===== src/rtl/dtc_ram.sv =====
`default_nettype none
module dtc_ram #(
    parameter int WIDTH = 49,
    parameter int DEPTH = 56
) (
    input  wire logic                     clk,
    input  wire logic                     we,
    input  wire logic [$clog2(DEPTH)-1:0] waddr,
    input  wire logic [WIDTH-1:0]         wdata,
    input  wire logic [$clog2(DEPTH)-1:0] raddr_a,
    input  wire logic [$clog2(DEPTH)-1:0] raddr_b,
    output logic      [WIDTH-1:0]         rdata_a,
    output logic      [WIDTH-1:0]         rdata_b
);

    logic [WIDTH-1:0] mem [DEPTH];

    always_ff @(posedge clk)
    begin
        if (we)
        begin
            mem[waddr] <= wdata;
        end
        rdata_a <= mem[raddr_a];
        rdata_b <= mem[raddr_b];
    end

endmodule
`default_nettype wire


===== config.mk =====
export PLATFORM = sky130hd
export DESIGN_NAME = dtc_ram
export DESIGN_NICKNAME = d
export VERILOG_FILES = /design/src/rtl/dtc_ram.sv
export SDC_FILE = /design/constraint.sdc
export NUM_CORES = 2
export LEC_CHECK = 0
export BUFFER_PORTS_ARGS = -buffer_cell sky130_fd_sc_hd__buf_4
export CAP_MARGIN = 20
export CELL_PAD_IN_SITES_DETAIL_PLACEMENT = 1
export CELL_PAD_IN_SITES_GLOBAL_PLACEMENT = 2
export CORE_MARGIN = 5
export CORE_UTILIZATION = 34
export DETAILED_ROUTE_END_ITERATION = 8
export PLACE_DENSITY_LB_ADDON = 0.1
export SYNTH_ARGS = -nofsm -noshare
export SYNTH_HDL_FRONTEND = slang
export SYNTH_SLANG_ARGS = --single-unit

===== constraint.sdc =====
create_clock -name clk -period 8.9 [get_ports clk]
set_input_delay 1.78 -clock clk [delete_from_list [all_inputs] [get_ports clk]]
set_output_delay 1.78 -clock clk [all_outputs]
set_load 0.01 [all_outputs]

== Word level (Yosys, flattened, before mapping) ==
Memories as Yosys holds them, arrays and structs flattened. A register that Yosys moved wholly into a read port is not among the register bits.
Index checks and enable logic that the tools add are counted.

* Multiplexer cells: 2

{| class="wikitable"
|+ Operators by type and width
! operator !! number
|-
| $mux W1 || 2
|}

* Memory bits (writable): 2744
* Input bits: 69
* Memories kept: 1
* Bits in registers: 0
* Output and inout port bits: 98
* Logic and storage cells: 3

{| class="wikitable"
|+ Memories
! memory !! words !! bits a word !! rd ports !! clocked after memory_dff !! wr ports !! line !! RTL
|-
| mem || 56 || 49 || 2 || 2 || 1 || 16 || <nowiki>logic [WIDTH-1:0] mem [DEPTH];</nowiki>
|}

== Depth between registers and ports, before layout ==
* Depth after elaboration: 2
* Mapped depth: 10
* Depth with buffers taken out: 5

== Least setup slack after synthesis ==
No wires, ideal clock.

* Path type: in2reg
* Start point: input port waddr[4]
* End point: memory mem[16][0], enable pin
* Library setup time: 0.456 ns
* Slack: 3.797 ns
* Path buffers: 2
* Cell stages on the path: 4
* Arrival: 4.647 ns
* Required time: 8.444 ns
* Cell sequence: clkbuf_1 or3b_2 clkbuf_1 nor2_1

{| class="wikitable"
|+ RTL lines
! element !! line !! RTL
|-
| from (decl) || 8 || <nowiki>input wire logic [$clog2(DEPTH)-1:0] waddr,</nowiki>
|-
| to (decl) || 16 ||
|}

No word-level cell before the write port.

==> impl_metrics.tcl <==
set metrics [dict create \
    final_cells 11599 \
    reg2reg_from "mem[46][8]$_DFFE_PP_" \
    synth_top_flop_cell "edfxtp_1" \
    synth_area_leader_cell "edfxtp_1" \
    p_sw_frac 0.237 \
    crit_top_cell "buf_4" \
    cts_tree "yes" \
    p_int_mw 23.7 \
    setup.worst_path.start "raddr_a[2]" \
    synth_area_um2 127000 \
    drt-total-wl_um 514000 \
    synth_edf_count 2744 \
    critPathLaunchType "input pin" \
    grt_pass1_vias 75542 \
    yosysMostFrequentCell "edfxtp_1" \
    initial_core_util 0.341 \
    ctsHoldBuffers 0 \
    pwr-share-comb 0.080 \
    drt_first_pass_iters 6 \
    clk_latency_ns 0.95 \
    grt_pass1_wl_um 688000 \
    crit_fanout 45 \
    critPathKind "in2reg" \
    rsz0062_at_grt "false" \
    reg2reg_to "rdata_b[8]$_DFF_P_" \
    h-tree-depth 5 \
    io_buffers 166 \
    slew_headroom 0.216 \
    holdWs_ns 0.794 \
    pwr-share-seq 0.483 \
    die_h_um 620 \
    final_cell_area_um2 145000 \
    cpPeakStageDelay_ns 0.78 \
    grt_util_all_layers 0.264 \
    p_leak_nw 44.3 \
    finClkSkew_ns 0.0701 \
    cp.buffers_inverters 3 \
    synth_nets 6170 \
    cts_root_buf "clkbuf_16" \
    post-route-util 0.390 \
    drv_slew 0 \
    ys_seq_elements 2842 \
    routedWlPerCell_um 44.4 \
    postRouteAntennaNets 0 \
    cts_resized 0 \
    die_area_um2 385000 \
    synth.avg_cell_area_um2 20.8 \
    cp_slowest_cell "buf_4" \
    min_from "mem[20][13]$_DFFE_PP_" \
    rows 224 \
    fillers 35235 \
    critPathRequiredTime_ns 9.67 \
    grt_max_degree 96 \
    hold_end "rdata_a[13]$_DFF_P_" \
    netlist_instances 6101 \
    area_delta_synth_final_pct 14.6 \
    gr-total-overflow 0 \
    final.period_utilization 0.516 \
    postCtsSetupRepairBufs 0 \
    place_hpwl_um 306000 \
    dp.cells 10973 \
    max_freq_mhz 218 \
    viasPerCell 6.20 \
    status "finished clean" \
    setup_violations 0 \
    drc 0 \
    drive_gt1_frac 0.348 \
    clock_path_buffers 4 \
    final_nets 6407 \
    hold_depth 3 \
    seq_area_frac_synth 0.666 \
    drv_cap 0 \
    hold_violations 0 \
    setup_tns_ns 0 \
    arrival_ns 5.36 \
    dieWidth_um 620 \
    synthArstFlopShare 0 \
    crit_path_end_kind "flop" \
    r2r_slack_ns 6.35 \
    multi_input_area_um2 40300 \
    routed-via-count 71883 \
    critical_path.cell_chain "buf_8 -> buf_4 -> nor2_4 -> nand2_4 -> buf_4 -> o22ai_1 -> o31ai_1" \
    setup_slack_ns 4.31 \
    critical-path-top-delay-family "buffers and inverters" \
    p_per_area_nw_per_um2 214 \
    ir_drop_uv 139 \
    worst_pin_slew_ns 1.18 \
    synth_common_cells "edfxtp_1 (2,744), mux4_2 (1,345), a22oi_1 (347), clkbuf_1 (270), a21oi_1 (199)" \
    clk_pin_slew_ns 0.06 \
    gp_congestion 0.782 \
    regArea_um2 84400 \
    power_mw 31.0 \
    clkSinkCount 2842 \
    p_clk_frac 0.437 \
    ys_types 40 \
    pin_count 167 \
    dp_slack_ns 3.44 \
    cts_buffers 334 \
    r2r_cells 5 \
    antenna_found_initial 52 \
    finalCriticalPeriod_ns 4.59 \
    placed_area_um2 134000 \
    switching_power_mw 7.36 \
    synth_top_cell_area_share 0.651 \
    ys_top_cells_by_area "edfxtp_1 (65%), mux4_2 (24%), a22oi_1 (2.1%)" \
    synth_warnings 0 \
    core_area_um2 372000 \
    drt_iter0_markers 7671 \
    hold_class "reg2reg" \
]
[registers in the layout (all words and copies together) (netlist names)]
name,count
rdata_a,49
rdata_b,49
mem,2744
[area by class of cell]
type,count,share of cell area
antenna,19,0.000328
clock buffer,481,0.0651
clock inverter,125,0.00799
inverter,2,0.000103
multi-input combinational,2749,0.278
sequential,2842,0.581
tap,4972,0.0429
timing repair buffer,409,0.0244
[worst max-delay path by stage]
stage / depth (start not counted) / to / slack [ns]
final: 7 / rdata_a[24]$_DFF_P_ / 4.31
after global routing: 7 / rdata_b[37]$_DFF_P_ / 4.36
after CTS: 7 / rdata_b[8]$_DFF_P_ / 4.46
after detailed placement: 7 / rdata_b[8]$_DFF_P_ / 3.44
after global placement: 7 / rdata_b[8]$_DFF_P_ / 3.39
after floorplan: 4 / mem[16][0]$_DFFE_PP_ / 3.80
[routing by layer]
layer | GRT usage | up-vias | wire length, um
li1 | - | 27520 | -
met1 | 0.357 | 40813 | 213000
met2 | 0.436 | 2831 | 250000
met3 | 0.0407 | 707 | 30500
met4 | 0.0883 | 12 | 20100
met5 | 0 | - | 80
[kinds of logic after synthesis]
| family | after synthesis | share of synthesized area |
|---|---|---|
| compound gates | 1045 | 0.0574 |
| buf+inv | 510 | 0.0201 |
| flops | 2842 | 0.666 |
| mux | 1447 | 0.247 |
| simple gates | 257 | 0.00885 |
[worst reg2reg max path, delay by kind of cell (launching register included)]
kind / cells / cell delay [ns]
flip-flops: 1 / 0.38
AO/OA/AOI/OAI: 4 / 1.45
multiplexers: 1 / 0.46
[layout by cell type, fill, tap and decap left out, drive strengths merged, types with 4 or more instances in the layout]
cell     Yosys  layout
and2         4       4
a22oi      347     347
or2          4       4
nand2b       8       8
o31ai       24      24
a211oi       6       6
clkbuf     271     481
a221o        6       6
o22a       145     145
mux2i      102     102
clkinv       0      94
edfxtp    2744    2744
nor3         9       9
o22ai      141     141
a2111oi      6       6
nor2b       19      19
nor2       166     166
o221ai      18      18
inv          2      10
a21oi      199     199
a22o         6       6
nand3b       4       4
diode        0      19
bufinv       0      20
dfxtp       98      98
o21ai       64      64
o31a        21      21
o211ai      62      62
nand2       24      24
mux4      1345    1345
buf        237     408
nand3       11      11
[power groups by stage]
| stage | sequential, mW | clock, mW | combinational, mW |
|---|---|---|---|
| after global placement | 15.3 | 0 | 2.50 |
| after detailed placement | 15.3 | 0 | 2.51 |
| after floorplan | 15.2 | 0 | 1.33 |
| after global routing | 15.0 | 14.4 | 2.58 |
| after CTS | 15.0 | 13.8 | 2.51 |
| final | 15.0 | 13.5 | 2.48 |
Power figures use the tool's default switching activity.
