--- config.mk ---
export PLATFORM = sky130hd
export DESIGN_NAME = dtc_mul
export DESIGN_NICKNAME = d
export VERILOG_FILES = /design/src/rtl/dtc_pkg.sv /design/src/rtl/dtc_mul.sv
export SDC_FILE = /design/constraint.sdc
export NUM_CORES = 2
export LEC_CHECK = 0
export BUFFER_PORTS_ARGS = -buffer_cell sky130_fd_sc_hd__buf_2
export CAP_MARGIN = 10
export CORE_MARGIN = 5
export CORE_UTILIZATION = 35
export CTS_CLUSTER_SIZE = 30
export DETAILED_ROUTE_END_ITERATION = 7
export SKIP_CTS_REPAIR_TIMING = 1
export SLEW_MARGIN = 20
export SYNTH_ARGS = -nofsm -noshare
export SYNTH_HDL_FRONTEND = slang
export SYNTH_SLANG_ARGS = --single-unit
--- constraint.sdc ---
create_clock -name clk -period 19.05 [get_ports clk]
set_input_delay 3.81 -clock clk [delete_from_list [all_inputs] [get_ports clk]]
set_output_delay 3.81 -clock clk [all_outputs]
set_load 0.01 [all_outputs]
--- src/rtl/dtc_pkg.sv ---
`default_nettype none
package dtc_pkg;

    // largest magnitude held in the coefficient store
    localparam logic [47:0] STORE_LIM = 48'h7FFF_FFFF_FFFF;

    // fixed point one in Q.16
    localparam logic signed [55:0] ONE_Q16 = 56'sd65536;

    // rounding shift applied by the multiplier
    typedef enum logic [1:0] {
        SH_16,
        SH_31,
        SH_32
    } shsel_t;

    typedef struct packed {
        logic               start;
        logic signed [55:0] a;
        logic signed [55:0] b;
        shsel_t             sh;
    } mul_req_t;

    typedef struct packed {
        logic               busy;
        logic               done;
        logic signed [47:0] value;
        logic               clip;
    } mul_rsp_t;

    // count of exponent triples below total order q
    function automatic logic [7:0] tetra(input logic [2:0] q);
        logic [7:0] t;
        begin
            case (q)
                3'd0:    t = 8'd0;
                3'd1:    t = 8'd1;
                3'd2:    t = 8'd4;
                3'd3:    t = 8'd10;
                3'd4:    t = 8'd20;
                3'd5:    t = 8'd35;
                3'd6:    t = 8'd56;
                default: t = 8'd84;
            endcase
            return t;
        end
    endfunction

    // store slot of exponent triple (l,m,n)
    function automatic logic [7:0] slot_of(input logic [2:0] l, input logic [2:0] m,
                                           input logic [2:0] n);
        logic [7:0] q;
        logic [7:0] tri_l;
        begin
            q     = 8'(l) + 8'(m) + 8'(n);
            tri_l = (8'(l) * (8'(l) - 8'd1)) >> 1;
            return tetra(q[2:0]) + 8'(l) * (q + 8'd1) - tri_l + 8'(m);
        end
    endfunction

endpackage
`default_nettype wire

--- src/rtl/dtc_mul.sv ---
`default_nettype none
// signed multiply, round to nearest (ties away), clip to store range.
// four 28x28 partial products, one per cycle, then a rounding step.
module dtc_mul (
    input  wire logic             clk,
    input  wire logic             rst_n,
    input  wire dtc_pkg::mul_req_t req,
    output dtc_pkg::mul_rsp_t      rsp
);

    typedef enum logic [1:0] {
        M_IDLE,
        M_ACC,
        M_FIN
    } mstate_t;

    mstate_t          state_reg;
    logic [1:0]       cnt_reg;
    logic             neg_reg;
    logic [55:0]      ma_reg;
    logic [55:0]      mb_reg;
    logic [111:0]     prod_reg;
    dtc_pkg::shsel_t  sh_reg;
    logic             done_reg;
    logic signed [47:0] value_reg;
    logic             clip_reg;

    logic [27:0]  ah;
    logic [27:0]  bh;
    logic [55:0]  pp;
    logic [111:0] pp_sh;
    logic [111:0] rnd;
    logic         clip_c;
    logic [46:0]  mag;

    always_comb
    begin
        ah = cnt_reg[1] ? ma_reg[55:28] : ma_reg[27:0];
        bh = cnt_reg[0] ? mb_reg[55:28] : mb_reg[27:0];
        pp = 56'(ah) * 56'(bh);
        case (2'(cnt_reg[1]) + 2'(cnt_reg[0]))
            2'd0:    pp_sh = 112'(pp);
            2'd1:    pp_sh = 112'(pp) << 28;
            default: pp_sh = 112'(pp) << 56;
        endcase
    end

    always_comb
    begin
        case (sh_reg)
            dtc_pkg::SH_16: rnd = (prod_reg + (112'd1 << 15)) >> 16;
            dtc_pkg::SH_31: rnd = (prod_reg + (112'd1 << 30)) >> 31;
            default:        rnd = (prod_reg + (112'd1 << 31)) >> 32;
        endcase
        clip_c = rnd > 112'(dtc_pkg::STORE_LIM);
        mag    = clip_c ? dtc_pkg::STORE_LIM[46:0] : rnd[46:0];
    end

    always_ff @(posedge clk or negedge rst_n)
    begin
        if (!rst_n)
        begin
            state_reg <= M_IDLE;
            cnt_reg   <= 2'd0;
            done_reg  <= 1'b0;
        end
        else
        begin
            done_reg <= 1'b0;
            case (state_reg)
                M_IDLE:
                begin
                    if (req.start)
                    begin
                        neg_reg   <= req.a[55] ^ req.b[55];
                        ma_reg    <= req.a[55] ? 56'(-req.a) : 56'(req.a);
                        mb_reg    <= req.b[55] ? 56'(-req.b) : 56'(req.b);
                        sh_reg    <= req.sh;
                        prod_reg  <= '0;
                        cnt_reg   <= 2'd0;
                        state_reg <= M_ACC;
                    end
                end
                M_ACC:
                begin
                    prod_reg <= prod_reg + pp_sh;
                    cnt_reg  <= cnt_reg + 2'd1;
                    if (cnt_reg == 2'd3)
                    begin
                        state_reg <= M_FIN;
                    end
                end
                M_FIN:
                begin
                    value_reg <= neg_reg ? -$signed({1'b0, mag}) : $signed({1'b0, mag});
                    clip_reg  <= clip_c;
                    done_reg  <= 1'b1;
                    state_reg <= M_IDLE;
                end
                default:
                begin
                    state_reg <= M_IDLE;
                end
            endcase
        end
    end

    assign rsp.busy  = state_reg != M_IDLE;
    assign rsp.done  = done_reg;
    assign rsp.value = value_reg;
    assign rsp.clip  = clip_reg;

endmodule
`default_nettype wire
* Word level (Yosys, flattened, before mapping) *
Cells that the tools add are included.

storage, ports and cells
  register bits = 281
  bits of input ports = 117
  output and inout port bits = 51
  logic and storage cells = 58

cells by class
  add/sub/neg operators = 9
  $mul = 1
  order comparisons = 1
  eq/ne operators = 7
  muxes and demuxes = 16
  bitwise logic cells = 1
  reductions and logical operators = 10

operators by type and width
  operator                                                                 number
  112-bit case mux with 2 select lines                                     2
  96-bit case mux with 2 select lines                                      1
  112-bit adder                                                            1
  112-bit by 16-bit adder with 112-bit output (second input constant)      1
  112-bit by 31-bit adder with 112-bit output (second input constant)      1
  112-bit by 32-bit adder with 112-bit output (second input constant)      1
  112-bit two-way mux                                                      1
  56-bit negation                                                          2
  55-bit two-way mux                                                       2
  96-bit by 47-bit > comparator with 1-bit output (second input constant)  1
  47-bit two-way mux                                                       2
  28-bit by 28-bit multiplier with 56-bit output                           1
  28-bit two-way mux                                                       2
  47-bit negation with 48-bit output                                       1
  2-bit case mux with 2 select lines                                       2
  2-bit by 1-bit equality test with 1-bit output (second input constant)   3
  2-bit zero test                                                          3
  2-bit two-way mux                                                        3
  2-bit AND reduction                                                      3
  3-bit AND reduction                                                      2
  2-bit equality test (second input constant)                              2
  2-bit != test (second input constant)                                    2
  2-bit nonzero test                                                       2
  1-bit by 1-bit adder with 2-bit output                                   1
  3 further kinds                                                          3

* Depth between registers and ports, before layout *
  depth in word-level cells = 6
  depth in mapped cells = 47
  mapped depth without buffers = 41

* Worst setup path after synthesis *
No wires, ideal clock.

  path type = in2reg
  from = input port rst_n
  to = register ma_reg[0], enable pin
  setup time = 0.912 ns
  arrival time = 15.664 ns
  required time = 18.138 ns
  slack = 2.474 ns
  cell stages on the path = 2
  buffers on the path = 0
  cell sequence = inv_1 nor4b_1

between the ends
  longest elaborated chain between the ends = 1

ends and longest elaborated chain
  element                               line           RTL
  start: declaration                    dtc_mul.sv:6   input wire logic rst_n,
  3-bit AND reduction (no source line)  n/a
  end signal: assignment                dtc_mul.sv:76  ma_reg <= req.a[55] ? 56'(-req.a) : 56'(req.a);
  end: declaration                      dtc_mul.sv:20  logic [55:0] ma_reg;

Every way passes these cells.
A chain may end at the register's enable or synchronous reset.

* Worst setup path in the final report *
  from = register cnt_reg[1]
  to = register prod_reg[111], data pin

between the ends
  longest elaborated chain between the ends = 5
  elaborated cells on any way between the ends = 8
  classes of those cells = add/sub (2); mul (1); eq/ne (1); mux (3); reduce/logical (1)

ends and longest elaborated chain
  element                                                                              line                          RTL
  start: declaration                                                                   dtc_mul.sv:18                 logic [1:0] cnt_reg;
  start signal: assignment                                                             dtc_mul.sv:87                 cnt_reg <= cnt_reg + 2'd1;
  28-bit two-way mux / 1-bit by 1-bit adder with 2-bit output (equally long branches)  dtc_mul.sv:38, dtc_mul.sv:41
  28-bit by 28-bit multiplier with 56-bit output, or another cell as far along         dtc_mul.sv:40                 pp = 56'(ah) * 56'(bh);
  112-bit case mux with 2 select lines *                                               dtc_mul.sv:41                 case (2'(cnt_reg[1]) + 2'(cnt_reg[0]))
  112-bit adder *                                                                      dtc_mul.sv:86                 prod_reg <= prod_reg + pp_sh;
  112-bit case mux with 2 select lines *                                               dtc_mul.sv:70                 case (state_reg)
  end signal: assignment                                                               dtc_mul.sv:86
  end: declaration                                                                     dtc_mul.sv:22                 logic [111:0] prod_reg;

Mark *: on every way between the ends. The rest lies on a longest branch, timed or not.

==> results.tsv <==
metric	value	unit
outcome	complete, no violations	
finalHoldViolCount	0	
grt_overflow	0	
fin_worst_skew	0.0455	ns
antenna_found_initial	4	
cts_sinks	281	
synthSimpleGateAreaFrac	20.2	%
cpPeakStageDelay	0.76	ns
rsz0062_at_grt	false	
start_util	35.3	%
cp_max_fo	60	
die_h	399	um
synth_fa_ha_area_share	33.2	%
area_growth	7.82	%
synthFlopType	edfxtp_1	
synth_area_per_cell	8.36	sq um
cts.clk_slew.worst_paths	0.07	ns
fp.dieArea	159000	sq um
routed_wl	201	mm
largest_reg_flops	112	
layout.cells.non_filler	8373	
io-pin-count	168	
slew_violations	0	
cts_tree	done	
min_period	14.89	ns
hold_end	state_reg[0]$_DFFE_PN0P_	
grt_pass1_wl	301	mm
reg2regPathDepth	39	
startpoint_type	flop	
cts_max_path_buffers	3	
rows	142	
synth_top_family_by_area	adder cells	
hpwlAfterDp	163	mm
min_path_cells	1	
synthMuxAreaShare	2.70	%
final_common_cell	inv_1	
holdCritStartpoint	state_reg[1]$_DFFE_PN0P_	
drtIter0Drc	4300	
netlist_area	53100	sq um
synth_compound_area_share	12.1	%
crit_slowest_cell	a311oi_2	
worst_slew_pin_slew	1.22	ns
min_path_type	reg -> reg	
fin_crit_sh	78.2	%
synth_enable_flop_cells	276	
clockRootBuffer	clkbuf_16	
async_flop_share	1.78	%
antenna_left	0	
die_w	399	um
cts_buffers	36	
syn_nets	7472	
firstDrtPassIters	8	
place_congestion	0.996	
first_global_vias	47800	
portBuffers	167	
finalSetupViolCount	0	
ys_ff_latch	281	
clock_latency	0.62	ns
drive_gt1_share	7.27	%
path_class	reg -> reg	
cts-htree-levels	2	
synthCells	6350	
slew_headroom	17.7	%
cpMostUsedCell	fa_1	
routed_via_density	5.65	
r2r-end	prod_reg[111]$_SDFFCE_PN0P_	
end_kind	flop	
timing.setup.tns	0	ns
reg2reg_slack	4.16	ns
drc	0	
critical_path_arrival	15.19	ns
grt_max_degree	84	
final_cell_mix	inv_1, nor2_1, nand2_1	
track_usage	24.8	%
finalNetCount	7450	
drv_cap	0	
wire_per_inst	24.0	um
ys_types	89	
fmax	0.0672	GHz
ys_seq_area_share	15.9	%
place_inst	8306	
timing.rr.start	cnt_reg[1]$_DFFE_PN0P_	
num_vias	47300	
core_area	150000	sq um
synth_xor_xnor_area_share	7.26	%
cp.required	19.35	ns
yosysWarnings	0	
-- cell families (layout without fill, tap and decap cells) --
logic type,after synthesis,in the layout
flip-flops,281,281
multiplexers,136,136
AO/OA/AOI/OAI,980,980
buffers and inverters,1203,1208
AND/OR/NAND/NOR,2305,2305
XOR/XNOR,440,440
other,0,2
adder cells (fa/ha/maj),1005,1005
-- layout make-up --
type / instances / area [sq um]
clock buffer: 43 / 927
sequential: 281 / 8420
fill: 15600 / 93100
tap: 2016 / 2520
clock inverter: 22 / 179
multi-input combinational: 4866 / 40300
antenna: 2 / 5.00
timing repair buffer: 274 / 1640
inverter: 869 / 3260
-- stage by stage --
step | setup slack [ns] | utilization (%) | hold slack (ns) | cell area (sq um)
floorplan | 2.47 | - | 0.489 | 53100
CTS | 4.33 | 38.1 | 0.580 | 57200
global placement | 3.86 | 37.3 | 0.548 | 56100
global route | 3.62 | 38.1 | 0.625 | 57200
detailed placement | 4.33 | 37.3 | 0.571 | 56100
finish | 4.16 | 38.1 | 0.574 | 57200
-- synthesized netlist by cell type, drive strengths merged (18+ instances only) --
library cell	n	area, sq um
a211oi	25	188
a21o	139	1040
a21oi	229	1150
a31oi	27	169
and2	73	457
and3	42	263
and4	28	245
buf	40	174
clkbuf	294	1100
edfxtp	276	8290
fa	675	13500
ha	330	4130
inv	867	3250
mux2	56	631
mux2i	80	801
nand2	708	2660
nand2b	41	264
nand3	157	786
nand4	150	938
nor2	726	2730
nor2b	25	156
nor3	131	656
nor4	86	551
o21a	28	210
o21ai	224	1120
o21bai	40	300
o31ai	62	470
o41ai	20	209
or2	18	115
or3	45	302
or4	40	312
xnor2	318	2790
xor2	122	1070
-- worst max-delay path: cells and delay by family (launching register included) --
family	cells	cell delay, ns
AO/OA/AOI/OAI	12	4.55
adder cells (fa/ha/maj)	9	4.52
AND/OR/NAND/NOR	10	3.00
buffers and inverters	6	1.29
XOR/XNOR	1	0.41
flip-flops	1	0.34
multiplexers	1	0.31
-- per-layer routing --
layer	vias up	share of wire (%)	global-route usage [%]	routed length, um
li1	21200	-	-	-
met4	0	6.5	13.2	13100
met5	-	0	0	0
met3	573	8.3	4.55	16700
met2	2332	45	40.2	90900
met1	23200	40	31.6	80300
-- worst max path at each step --
stage                                      start                     endpoint  slack (ns)  depth (start not counted)
final                     cnt_reg[1]$_DFFE_PN0P_  prod_reg[111]$_SDFFCE_PN0P_        4.16                         39
after global routing      cnt_reg[0]$_DFFE_PN0P_  prod_reg[111]$_SDFFCE_PN0P_        3.62                         39
after CTS                 cnt_reg[1]$_DFFE_PN0P_  prod_reg[111]$_SDFFCE_PN0P_        4.33                         39
after detailed placement  cnt_reg[0]$_DFFE_PN0P_  prod_reg[111]$_SDFFCE_PN0P_        4.33                         39
after global placement    cnt_reg[0]$_DFFE_PN0P_  prod_reg[111]$_SDFFCE_PN0P_        3.86                         39
after floorplan                            rst_n          ma_reg[0]$_DFFE_PP_        2.47                          2
Power is not shown: default switching activity piles up to over one toggle a cycle in this logic, so the estimate is an artifact.
